==> config.mk <==
export PLATFORM = sky130hd
export DESIGN_NAME = motor_mode_sequencer_with_ramp_core
export DESIGN_NICKNAME = d
export VERILOG_FILES = /design/src/hw/rtl/mms_pkg.sv /design/src/hw/rtl/motor_mode_sequencer_with_ramp_core.sv /design/src/hw/rtl/mms_cfg_regs.sv /design/src/hw/rtl/mms_step_logic.sv
export SDC_FILE = /design/constraint.sdc
export NUM_CORES = 1
export LEC_CHECK = 0
export BUFFER_PORTS_ARGS = -buffer_cell sky130_fd_sc_hd__buf_2
export CORE_ASPECT_RATIO = 1.5
export CORE_UTILIZATION = 51
export DETAILED_ROUTE_END_ITERATION = 12
export PLACE_DENSITY = 0.76
export SETUP_SLACK_MARGIN = 0.05
export SLEW_MARGIN = 20
export SYNTH_ARGS = -nofsm -noshare
export SYNTH_HDL_FRONTEND = slang
export SYNTH_SLANG_ARGS = --single-unit
export TNS_END_PERCENT = 100
==> constraint.sdc <==
create_clock -name clk_i -period 3.1 [get_ports clk_i]
set_input_delay 0.155 -clock clk_i [delete_from_list [all_inputs] [get_ports clk_i]]
set_output_delay 0.155 -clock clk_i [all_outputs]
set_load 0.005 [all_outputs]
==> src/hw/rtl/mms_pkg.sv <==
// ----------------------------------------------------------------------------
// mms_pkg
// Shared types and constants of the motor mode sequencer with duty ramp.
// ----------------------------------------------------------------------------
package mms_pkg;

  // configuration port widths and register indexes
  localparam int unsigned CfgIdxW  = 4;
  localparam int unsigned CfgDataW = 16;

  localparam logic [CfgIdxW-1:0] CFG_IDX_LIGHT_THRESHOLD = 4'd0;
  localparam logic [CfgIdxW-1:0] CFG_IDX_SLOW_DUTY       = 4'd1;
  localparam logic [CfgIdxW-1:0] CFG_IDX_MEDIUM_DUTY     = 4'd2;
  localparam logic [CfgIdxW-1:0] CFG_IDX_FAST_DUTY       = 4'd3;

  // register reset values
  localparam logic [9:0] LIGHT_THRESHOLD_RST = 10'd550;
  localparam logic [7:0] SLOW_DUTY_RST       = 8'd80;
  localparam logic [7:0] MEDIUM_DUTY_RST     = 8'd150;
  localparam logic [7:0] FAST_DUTY_RST       = 8'd254;

  // drive modes; code seven is unreachable and behaves as off
  typedef enum logic [2:0] {
    MODE_OFF     = 3'd0,
    MODE_SLOW    = 3'd1,
    MODE_MEDIUM  = 3'd2,
    MODE_FAST    = 3'd3,
    MODE_REVERSE = 3'd4,
    MODE_TURN_A  = 3'd5,
    MODE_TURN_B  = 3'd6
  } mode_e;

  // input item
  typedef struct packed {
    logic       stop_switch;
    logic       advance_press;
    logic       collision_event;
    logic [9:0] light_level;
  } in_item_t;

  // result item
  typedef struct packed {
    logic [2:0]  drive_mode;
    logic [7:0]  duty_level;
    logic        left_fwd_pin;
    logic        left_rev_pin;
    logic        right_fwd_pin;
    logic        right_rev_pin;
    logic        green_lamp;
    logic        red_lamp;
    logic        white_lamp;
    logic [15:0] crash_count;
  } out_item_t;

  // configuration register file contents
  typedef struct packed {
    logic [9:0] light_threshold;
    logic [7:0] slow_duty;
    logic [7:0] medium_duty;
    logic [7:0] fast_duty;
  } cfg_t;

  // sequencer state, which is also what a result shows
  typedef struct packed {
    mode_e       mode;
    logic [7:0]  duty;
    logic        left_fwd;
    logic        left_rev;
    logic        right_fwd;
    logic        right_rev;
    logic        green;
    logic        red;
    logic        white;
    logic [15:0] crash;
  } seq_state_t;

endpackage

==> src/hw/rtl/motor_mode_sequencer_with_ramp_core.sv <==
// ----------------------------------------------------------------------------
// motor_mode_sequencer_with_ramp_core
// Motor mode sequencer: cycles drive modes and ramps the duty per tick.
// ----------------------------------------------------------------------------
// Usage:
//   in_*   : one ramp tick per transfer (stop, advance press, collision,
//            light sample). Taken on in_valid_i && in_ready_o.
//   out_*  : one result per tick, the mode, duty, pins, lamps and crash
//            count after that tick. Taken on out_valid_o && out_ready_i.
//   cfg_*  : register writes (index 0 light threshold, 1 slow, 2 medium,
//            3 fast duty); always ready; write only while idle.
//   An input transfer reaches the result through an input register, then
//   the sequencer state register, which doubles as the result register.
//   Throughput is one tick per cycle while the receiver does not stall,
//   set by the single state update between those two registers.
//   Reset clears the mode, duty, pins and crash count, sets the white
//   lamp, and loads the register reset values; no result is pending.
//   When the receiver stalls, the result holds, one more tick waits in
//   the input register, and in_ready_o drops only when both are full.
// ----------------------------------------------------------------------------
module motor_mode_sequencer_with_ramp_core (
  input  logic                          clk_i,
  input  logic                          rst_ni,
  input  logic                          in_valid_i,
  output logic                          in_ready_o,
  input  mms_pkg::in_item_t             in_item_i,
  output logic                          out_valid_o,
  input  logic                          out_ready_i,
  output mms_pkg::out_item_t            out_item_o,
  input  logic                          cfg_valid_i,
  output logic                          cfg_ready_o,
  input  logic [mms_pkg::CfgIdxW-1:0]   cfg_index_i,
  input  logic [mms_pkg::CfgDataW-1:0]  cfg_data_i
);

  mms_pkg::cfg_t       cfg;
  mms_pkg::in_item_t   item_q;
  logic                item_valid_d, item_valid_q;
  logic                out_valid_d, out_valid_q;
  mms_pkg::seq_state_t state_q, state_next;
  logic                fire;

  mms_cfg_regs u_cfg (
    .clk_i       (clk_i),
    .rst_ni      (rst_ni),
    .cfg_valid_i (cfg_valid_i),
    .cfg_ready_o (cfg_ready_o),
    .cfg_index_i (cfg_index_i),
    .cfg_data_i  (cfg_data_i),
    .cfg_o       (cfg)
  );

  mms_step_logic u_step (
    .state_i (state_q),
    .item_i  (item_q),
    .cfg_i   (cfg),
    .state_o (state_next)
  );

  // advance a tick when the result slot is free or being emptied
  assign fire       = item_valid_q && (!out_valid_q || out_ready_i);
  assign in_ready_o = !item_valid_q || fire;

  always_comb begin
    item_valid_d = item_valid_q;
    if (in_ready_o) begin
      item_valid_d = in_valid_i;
    end
    out_valid_d = out_valid_q;
    if (fire) begin
      out_valid_d = 1'b1;
    end else if (out_ready_i) begin
      out_valid_d = 1'b0;
    end
  end

  // hold control flags
  always_ff @(posedge clk_i or negedge rst_ni) begin
    if (!rst_ni) begin
      item_valid_q <= 1'b0;
      out_valid_q  <= 1'b0;
    end else begin
      item_valid_q <= item_valid_d;
      out_valid_q  <= out_valid_d;
    end
  end

  // capture the input transfer
  always_ff @(posedge clk_i) begin
    if (in_valid_i && in_ready_o) begin
      item_q <= in_item_i;
    end
  end

  // update sequencer state, which is the result payload
  always_ff @(posedge clk_i or negedge rst_ni) begin
    if (!rst_ni) begin
      state_q.mode      <= mms_pkg::MODE_OFF;
      state_q.duty      <= 8'd0;
      state_q.left_fwd  <= 1'b0;
      state_q.left_rev  <= 1'b0;
      state_q.right_fwd <= 1'b0;
      state_q.right_rev <= 1'b0;
      state_q.green     <= 1'b0;
      state_q.red       <= 1'b0;
      state_q.white     <= 1'b1;
      state_q.crash     <= 16'd0;
    end else if (fire) begin
      state_q <= state_next;
    end
  end

  // drive the result
  assign out_valid_o              = out_valid_q;
  assign out_item_o.drive_mode    = state_q.mode;
  assign out_item_o.duty_level    = state_q.duty;
  assign out_item_o.left_fwd_pin  = state_q.left_fwd;
  assign out_item_o.left_rev_pin  = state_q.left_rev;
  assign out_item_o.right_fwd_pin = state_q.right_fwd;
  assign out_item_o.right_rev_pin = state_q.right_rev;
  assign out_item_o.green_lamp    = state_q.green;
  assign out_item_o.red_lamp      = state_q.red;
  assign out_item_o.white_lamp    = state_q.white;
  assign out_item_o.crash_count   = state_q.crash;

endmodule

==> src/hw/rtl/mms_cfg_regs.sv <==
// ----------------------------------------------------------------------------
// mms_cfg_regs
// Configuration registers: light threshold and the three duty targets.
// ----------------------------------------------------------------------------
module mms_cfg_regs (
  input  logic                          clk_i,
  input  logic                          rst_ni,
  input  logic                          cfg_valid_i,
  output logic                          cfg_ready_o,
  input  logic [mms_pkg::CfgIdxW-1:0]   cfg_index_i,
  input  logic [mms_pkg::CfgDataW-1:0]  cfg_data_i,
  output mms_pkg::cfg_t                 cfg_o
);

  mms_pkg::cfg_t cfg_d, cfg_q;

  // always take writes
  assign cfg_ready_o = 1'b1;

  // decode the write; unknown indexes are dropped
  always_comb begin
    cfg_d = cfg_q;
    if (cfg_valid_i) begin
      case (cfg_index_i)
        mms_pkg::CFG_IDX_LIGHT_THRESHOLD: cfg_d.light_threshold = cfg_data_i[9:0];
        mms_pkg::CFG_IDX_SLOW_DUTY:       cfg_d.slow_duty       = cfg_data_i[7:0];
        mms_pkg::CFG_IDX_MEDIUM_DUTY:     cfg_d.medium_duty     = cfg_data_i[7:0];
        mms_pkg::CFG_IDX_FAST_DUTY:       cfg_d.fast_duty       = cfg_data_i[7:0];
        default: begin
        end
      endcase
    end
  end

  always_ff @(posedge clk_i or negedge rst_ni) begin
    if (!rst_ni) begin
      cfg_q.light_threshold <= mms_pkg::LIGHT_THRESHOLD_RST;
      cfg_q.slow_duty       <= mms_pkg::SLOW_DUTY_RST;
      cfg_q.medium_duty     <= mms_pkg::MEDIUM_DUTY_RST;
      cfg_q.fast_duty       <= mms_pkg::FAST_DUTY_RST;
    end else begin
      cfg_q <= cfg_d;
    end
  end

  assign cfg_o = cfg_q;

endmodule

==> src/hw/rtl/mms_step_logic.sv <==
// ----------------------------------------------------------------------------
// mms_step_logic
// One ramp tick: next mode, duty step, pins, lamps and collision count.
// ----------------------------------------------------------------------------
module mms_step_logic (
  input  mms_pkg::seq_state_t state_i,
  input  mms_pkg::in_item_t   item_i,
  input  mms_pkg::cfg_t       cfg_i,
  output mms_pkg::seq_state_t state_o
);

  logic [7:0]     target;
  logic [3:0]     pins;      // left fwd, left rev, right fwd, right rev
  logic [1:0]     color;     // green, red
  mms_pkg::mode_e mode_next;
  logic           is_off;
  logic [7:0]     duty_step;

  // per-mode target, pins, color and successor
  always_comb begin
    case (state_i.mode)
      mms_pkg::MODE_SLOW: begin
        target = cfg_i.slow_duty;   pins = 4'b1010; color = 2'b10;
        mode_next = mms_pkg::MODE_MEDIUM;  is_off = 1'b0;
      end
      mms_pkg::MODE_MEDIUM: begin
        target = cfg_i.medium_duty; pins = 4'b1010; color = 2'b10;
        mode_next = mms_pkg::MODE_FAST;    is_off = 1'b0;
      end
      mms_pkg::MODE_FAST: begin
        target = cfg_i.fast_duty;   pins = 4'b1010; color = 2'b10;
        mode_next = mms_pkg::MODE_REVERSE; is_off = 1'b0;
      end
      mms_pkg::MODE_REVERSE: begin
        target = cfg_i.slow_duty;   pins = 4'b0101; color = 2'b01;
        mode_next = mms_pkg::MODE_TURN_A;  is_off = 1'b0;
      end
      mms_pkg::MODE_TURN_A: begin
        target = cfg_i.slow_duty;   pins = 4'b0010; color = 2'b10;
        mode_next = mms_pkg::MODE_TURN_B;  is_off = 1'b0;
      end
      mms_pkg::MODE_TURN_B: begin
        target = cfg_i.slow_duty;   pins = 4'b1000; color = 2'b10;
        mode_next = mms_pkg::MODE_OFF;     is_off = 1'b0;
      end
      mms_pkg::MODE_OFF: begin
        target = 8'd0;              pins = 4'b1010; color = 2'b00;
        mode_next = mms_pkg::MODE_SLOW;    is_off = 1'b1;
      end
      default: begin
        // unreachable code seven: off, and a press wraps to off
        target = 8'd0;              pins = 4'b1010; color = 2'b00;
        mode_next = mms_pkg::MODE_OFF;     is_off = 1'b1;
      end
    endcase
  end

  // step the duty one toward the target, or clear it in off
  always_comb begin
    if (is_off) begin
      duty_step = 8'd0;
    end else if (state_i.duty > target) begin
      duty_step = state_i.duty - 8'd1;
    end else if (state_i.duty < target) begin
      duty_step = state_i.duty + 8'd1;
    end else begin
      duty_step = state_i.duty;
    end
  end

  // assemble the next state
  always_comb begin
    state_o = state_i;
    if (item_i.stop_switch) begin
      state_o.mode  = mms_pkg::MODE_OFF;
      state_o.white = 1'b0;
    end else begin
      state_o.duty      = duty_step;
      state_o.mode      = (item_i.advance_press && (duty_step == target)) ?
                          mode_next : state_i.mode;
      state_o.left_fwd  = pins[3];
      state_o.left_rev  = pins[2];
      state_o.right_fwd = pins[1];
      state_o.right_rev = pins[0];
      state_o.green     = color[1];
      state_o.red       = color[0];
      state_o.white     = (item_i.light_level < cfg_i.light_threshold);
      if (item_i.collision_event) begin
        state_o.crash = state_i.crash + 16'd1;
      end
    end
  end

endmodule

# Yosys cells after proc, flatten, opt, wreduce, memory -nomap -nowiden

Index checks and enable logic that the tools add are counted.

Flip-flop bits (word level): 83
Output and inout port bits: 37

Add/sub/neg operators: 3
$lt $le $gt $ge: 3
Equality and inequality tests: 10
Mux-type cells: 12
Bitwise gates (word level): 1
Reduce and logical (&&, ||, !) cells: 21

Operators by type and width:

| kind                                                 | number |
|---|---|
| 2-to-1 mux 8 bit                                     | 3 |
| case mux 8 bit (3 select lines)                      | 1 |
| case mux 3 bit (6 select lines)                      | 1 |
| adder 16 x 1 -> 16 bit (second input constant)       | 1 |
| case mux 4 bit (3 select lines)                      | 1 |
| AND reduction 2 bit                                  | 6 |
| less-than comparator 10 bit                          | 1 |
| equality test 3 bit (second input constant)          | 3 |
| adder 8 x 1 -> 8 bit (second input constant)         | 1 |
| equality test 4 x 2 -> 1 bit (second input constant) | 2 |
| equality test 8 bit                                  | 1 |
| greater-than comparator 8 bit                        | 1 |
| less-than comparator 8 bit                           | 1 |
| subtractor 8 x 1 -> 8 bit (second input constant)    | 1 |
| equality test 3 x 2 -> 1 bit (second input constant) | 2 |
| 2-to-1 mux 3 bit                                     | 2 |
| OR reduction 6 bit                                   | 1 |
| OR reduction 5 bit                                   | 1 |
| equality test 4 x 1 -> 1 bit (second input constant) | 1 |
| zero test 4 bit                                      | 1 |
| case mux 2 bit (2 select lines)                      | 1 |
| nonzero test 2 bit                                   | 2 |
| OR reduction 4 bit                                   | 1 |
| equality test 3 x 1 -> 1 bit (second input constant) | 1 |
| other kinds (7)                                      | 13 |

# Logic depth before layout (Yosys ltp)

Word-level depth: 11
Mapped depth: 15

# Cells and area by module

A second synthesis with hierarchy kept.

Cells, all modules: 442
Area total of the unflattened synthesis: 5138.7 um^2

By module, submodules not included:

| module                              | times used | cells an instance | area each (um^2) | seq. area each (um^2) |
|---|---|---|---|---|
| motor_mode_sequencer_with_ramp_core | 1          | 92                | 1900.6           | 1292.5 |
| mms_step_logic                      | 1          | 273               | 1850.5           | 0.0 |
| mms_cfg_regs                        | 1          | 77                | 1387.6           | 872.1 |

# Worst setup path before layout

Ideal clock, no wire load.

Path kind: reg2reg
From: register state_q (netlist bit out_item_o[31])
To: register state_q (netlist bit out_item_o[31])
Library setup time: 104 ps
Arrival time: 3111 ps
Data required time: 2996 ps
Setup slack: -115 ps
Cell stages (with the launch flop): 16
Period minus slack after synthesis: 3215 ps
Cells stage by stage: dfrtp_1 -> buf_6 -> buf_4 -> mux2i_1 -> nor2_1 -> a21oi_1 -> ha_1 -> nor2b_1 -> o211ai_2 -> a21o_1 -> a21oi_1 -> or2_2 -> a211oi_4 -> nand4_2 -> or3_1 -> o311ai_1

Word-level cells in the longest chain between the ends: 11
Elaborated cells on any way between the ends: 22
Classes of those cells: order compare (2); eq/ne (7); mux (7); reduce/logical (6)

RTL lines:

| item                                                                       | line                                       | text |
|---|---|---|
| from (decl)                                                                | motor_mode_sequencer_with_ramp_core.sv:40  | `mms_pkg::seq_state_t state_q, state_next;` |
| from (signal assigned)                                                     | motor_mode_sequencer_with_ramp_core.sv:109 | `state_q <= state_next;` |
| equality test 3 x 1 -> 1 bit / equality test 3 bit (equally long branches) | mms_step_logic.sv:21                       | `case (state_i.mode)` |
| OR reduction 4 bit (no line)                                               | --                                         |  |
| case mux 8 bit (3 select lines)                                            | mms_step_logic.sv:21                       |  |
| less-than comparator 8 bit                                                 | mms_step_logic.sv:64                       | `end else if (state_i.duty < target) begin` |
| 2-to-1 mux 8 bit                                                           | mms_step_logic.sv:64                       |  |
| 2-to-1 mux 8 bit                                                           | mms_step_logic.sv:62                       | `end else if (state_i.duty > target) begin` |
| 2-to-1 mux 8 bit                                                           | mms_step_logic.sv:60                       | `if (is_off) begin` |
| equality test 8 bit                                                        | mms_step_logic.sv:79                       | `state_o.mode = (item_i.advance_press && (duty_step == target)) ?` |
| logical AND 1 bit                                                          | mms_step_logic.sv:79                       |  |
| nonzero test 2 bit (no line)                                               | --                                         |  |
| AND reduction 2 bit (no line)                                              | --                                         |  |

Parallel ways exist; a longest one is shown, timed or not. The select of a mux whose other input is x is not followed.
A chain may end at the register's enable or synchronous reset.

# Final worst setup path

Ends and elaborated chain as after synthesis.

==> flow_results.org <==
** Pwr
- Proportion of power drawn by the clock network :: roughly 16%
- Sequential cells account for 23.6% of the total power.
- Across the VDD grid, the largest voltage drop is around 0.00064 V.
- Total leakage power :: about 2.8 nW
- Combinational logic burns 60.2% of the power.
- Switching part of the total power :: approximately two fifths
- Cell internal power dissipation :: around 4.0 mW
- Dividing total power by cell area gives a power density of about 1100 nW/um^2.
- For this design the total switching power over the nets is around 2.8 mW.

** Floorplan
- Area of the core :: about 8500 sq um
- Die width :: approximately 79 um
- Row generation in the floorplan step produced between 40 and 50 rows.
- The floorplan step defined a die boundary enclosing approximately 9300 sq um.
- Io pins :: between 70 and 80
- Die Height :: ~120 um
- Effective utilization at floorplan :: 53.2%

** GRT
- For this run, the total global-route usage over all layers was measured as a little over a quarter.
- The number of antenna violations at the first check in global routing is 0.
- Wire length of the first global-routing pass :: approximately 19000 um
- Grt ovf :: 0
- Largest net degree at the start of global routing :: 38
- Vias in the first global route :: between 3000 and 4000

** Clock network
- CTS max path bufs :: 2
- The tree built by TritonCTS fans out to between 80 and 90 sinks.
- Clock-pin slew on the worst setup and hold paths :: around 0.060 ns
- Counting the buffers created by CTS gives 9.
- The root buffer cell chosen for the clock tree is sky130_fd_sc_hd__clkbuf_16.
- The H-tree was split into 3 levels.
- Later-pin clock latency in the skew report :: around 0.35 ns
- TritonCTS built the clock tree.

** Layout
- In the final layout, the share of cells above drive strength 1 is 43.6%.
- Leaving out fill and tap cells, the most frequent cells in the layout are sky130_fd_sc_hd__buf_2, sky130_fd_sc_hd__buf_4, sky130_fd_sc_hd__dfrtp_1.
- Layout-stage area growth over the synthesis result :: 35.7%
- Most common cell after layout, fill and taps aside :: sky130_fd_sc_hd__buf_2
- Non-Filler Instances :: approximately 680
- For this run, the post-layout net count is between 600 and 700.
- Antenna diodes :: 0
- The filler cells instantiated in the layout total slightly below 600.

** Critical path
- R2R Setup Slk :: -0.48 ns
- For the worst setup path, the data required time is ~3.4 ns.
- The worst setup path is captured at a register.
- The worst setup path is of the reg2reg kind.
- Critical Path End :: out_item_o[31]
- Source of the worst register-to-register timing path :: out_item_o[31]
- Startpoint of the worst setup timing path :: out_item_o[31]
- The endpoint identified for the worst register-to-register timing path is out_item_o[31].
- Arrival time of the worst setup path :: 3.83 ns
- The worst setup path is launched from a register.
- Along the worst path, the maximum fanout reaches 8.
- Counting cells, the worst reg-to-reg path comes to 15.

** Place
- In this run the tool buffered the top-level ports with 67 buffer cells.
- In this run, placement finished with an instance count of between 600 and 700.
- Post-DP HPWL :: between 8000 and 9000 um
- Last weighted congestion value of the routability-driven placer :: around 0.90
- Timing analysis after detailed placement gives a worst setup slack of -0.304 ns.

** Yosys
- For this run, the number of Yosys warnings is 0.
- In the synthesized netlist the async set-or-reset flop fraction comes to between 80% and 90%.
- The share of the Yosys chip area taken by registers is a little under half.
- In the synthesized netlist, the number of instances is roughly 430.
- Syn avg cell area :: 10.6 sq um
- The synthesized design contains 13 enable-type register cells.
- For this run, the leading register cell type out of synthesis is sky130_fd_sc_hd__dfrtp_1.
- The synthesized design devotes to its leading area cell type around 28% of total area.
- Leading post-synthesis cells by cell area :: sky130_fd_sc_hd__dfrtp_1, sky130_fd_sc_hd__dfstp_2, sky130_fd_sc_hd__edfxtp_1
- Number of distinct library cell variants in the gate-level netlist after synthesis :: 63
- sky130_fd_sc_hd__dfrtp_1 takes more of the synthesized area than any other cell.
- The number of nets in the synthesized netlist is between 400 and 500.
- After synthesis the cells add up to 4530 sq um.
- Synthesis inferred 82 register bits.

** Run
- Maxcap violations :: 0

** Routing
- First-pass detailed-route iteration total :: 5
- Across all layers, the routed design uses just under 4000 vias.
- In this run the remaining antenna-violating nets after routing total 0.
- Post-detailed-route wirelength per cell :: roughly 18 um
- The final layout contains routed wiring with a total length of roughly 12000 um.
- Number of DRC markers after the initial detailed-route iteration :: about 280
- In the routed design, unresolved DRC markers number 0.
- Vias per cell :: 5.81

** STA
- For this run, the top clock speed supported by timing is around 280 MHz.
- At the pin with the least slew margin, the transition time is ~0.68 ns.
- The routed design could run at a clock period as short as 3.58 ns.
- Worst setup skew after layout :: 0.00759 ns
- The number of failing hold endpoints at the final stage came to 0.
- Count of pins over their slew limit :: 0
- Number of failing setup endpoints in the final timing report :: 4
- Min setup slack post-route :: -0.475 ns
- The final critical path takes up 115% of the cycle.
- The worst pin sits at a relative slew slack of between 50 and 60%.
- Setup repair after global routing could not meet its margin everywhere.

** Outcome
- Status :: finished with violations
- The final reports fail on negative setup slack.

** Hold path
- Worst min path class :: in2reg
per-layer routing:
metal	global-route usage, %	vias to the layer above	share of wire (%)
li1	-	1810	-
met1	27.4	1913	36
met2	47.9	152	55
met3	5.53	50	4.4
met4	15.3	0	4.3
met5	0	-	0
Yosys cell counts (4+ instances only):
library cell,instances
sky130_fd_sc_hd__a21o_1,7
sky130_fd_sc_hd__a21oi_1,18
sky130_fd_sc_hd__and3_1,10
sky130_fd_sc_hd__buf_4,5
sky130_fd_sc_hd__buf_6,5
sky130_fd_sc_hd__dfrtp_1,51
sky130_fd_sc_hd__dfstp_2,18
sky130_fd_sc_hd__edfxtp_1,13
sky130_fd_sc_hd__ha_1,20
sky130_fd_sc_hd__inv_1,16
sky130_fd_sc_hd__mux2_2,27
sky130_fd_sc_hd__mux2i_1,11
sky130_fd_sc_hd__nand2_1,39
sky130_fd_sc_hd__nand2b_1,7
sky130_fd_sc_hd__nand3_1,13
sky130_fd_sc_hd__nand4_1,8
sky130_fd_sc_hd__nor2_1,27
sky130_fd_sc_hd__nor3_1,12
sky130_fd_sc_hd__o211ai_1,4
sky130_fd_sc_hd__o21ai_0,27
sky130_fd_sc_hd__o22ai_1,4
sky130_fd_sc_hd__o311ai_1,4
sky130_fd_sc_hd__or3_1,4
sky130_fd_sc_hd__xnor2_1,13
sky130_fd_sc_hd__xor2_1,7
kinds of logic (layout without fill, tap and decap cells):
kind of cell	count (synthesis)	after routing	share of synthesized area, %
compound gates	90	90	13.5
xor+xnor	20	20	3.87
fa+ha+maj	20	20	5.53
buf+inv	34	177	4.37
flops	82	82	47.3
mux	39	39	9.40
other cells	1	1	0.0828
simple gates	140	140	16.0
worst max-delay path: stages, from the launching register on:
cell                       delay, ns
sky130_fd_sc_hd__dfrtp_1        0.43
sky130_fd_sc_hd__buf_6          0.19
sky130_fd_sc_hd__buf_4          0.14
sky130_fd_sc_hd__mux2i_1        0.31
sky130_fd_sc_hd__nor2_2         0.10
sky130_fd_sc_hd__a21oi_4        0.16
sky130_fd_sc_hd__ha_1           0.19
sky130_fd_sc_hd__nand4_4        0.19
sky130_fd_sc_hd__o211ai_1       0.37
sky130_fd_sc_hd__and3_1         0.24
sky130_fd_sc_hd__o22ai_2        0.08
sky130_fd_sc_hd__a21oi_2        0.15
sky130_fd_sc_hd__o22a_1         0.24
sky130_fd_sc_hd__nand4_4        0.19
sky130_fd_sc_hd__or3_4          0.43
sky130_fd_sc_hd__o311ai_2       0.07
metrics by stage:
stage	utilization [%]	hold slack [ns]	TNS, ns	total power, mW	area, sq um
2_1_floorplan	-	-0.141	0	3.51	4610
3_3_place_gp	62.7	0.219	-0.187	4.59	5340
3_5_place_dp	62.7	0.230	-0.815	4.69	5340
4_1_cts	70.3	0.00213	-0.445	6.25	5980
5_1_grt	72.2	0.00264	-1.76	7.06	6140
6_report	72.2	0.000711	-1.38	6.74	6140
power by group through the flow:
stage          Sequential (mW)  Combinational, mW  Clock [mW]
6_report                  1.59               4.06        1.09
5_1_grt                   1.62               4.30        1.14
4_1_cts                   1.57               3.57        1.10
3_5_place_dp              1.58               3.11           0
3_3_place_gp              1.57               3.02           0
2_1_floorplan             1.55               1.96           0
sequential cells by signal, indices dropped and copies added, names as in the netlist:
name          count
out_item_o       33
item_q           13
out_valid_o       1
u_cfg.cfg_o      34
item_valid_q      1
worst min-delay path by stage:
stage                        startpoint             end  cells after the start
after global routing      in_item_i[11]      item_q[11]                      1
after CTS                 in_item_i[11]      item_q[11]                      1
after floorplan                  rst_ni    item_valid_q                      0
final                     in_item_i[11]      item_q[11]                      1
after global placement           rst_ni  out_item_o[29]                      2
after detailed placement         rst_ni  out_item_o[29]                      2
cell type report:
class,instances,area (sq um),area share (%)
clock buffers,10,239,3.89
clock inverters,6,65.1,1.06
inverters,17,63.8,1.04
multi-input cells,310,2510,40.8
flip-flops and latches,82,2140,34.8
well taps,107,134,2.18
repair buffers,144,997,16.2
timing repair:
| action | CTS | global route |
|---|---|---|
| gates resized for setup | 27 | 28 |
| hold buffers | 13 | 0 |
| buffers inserted | 8 | 3 |
| hold endpoints to repair | 63 | 0 |
| setup endpoints to repair | 3 | 6 |
| pin swaps | 20 | 21 |
(Power assumes the default switching activity.)
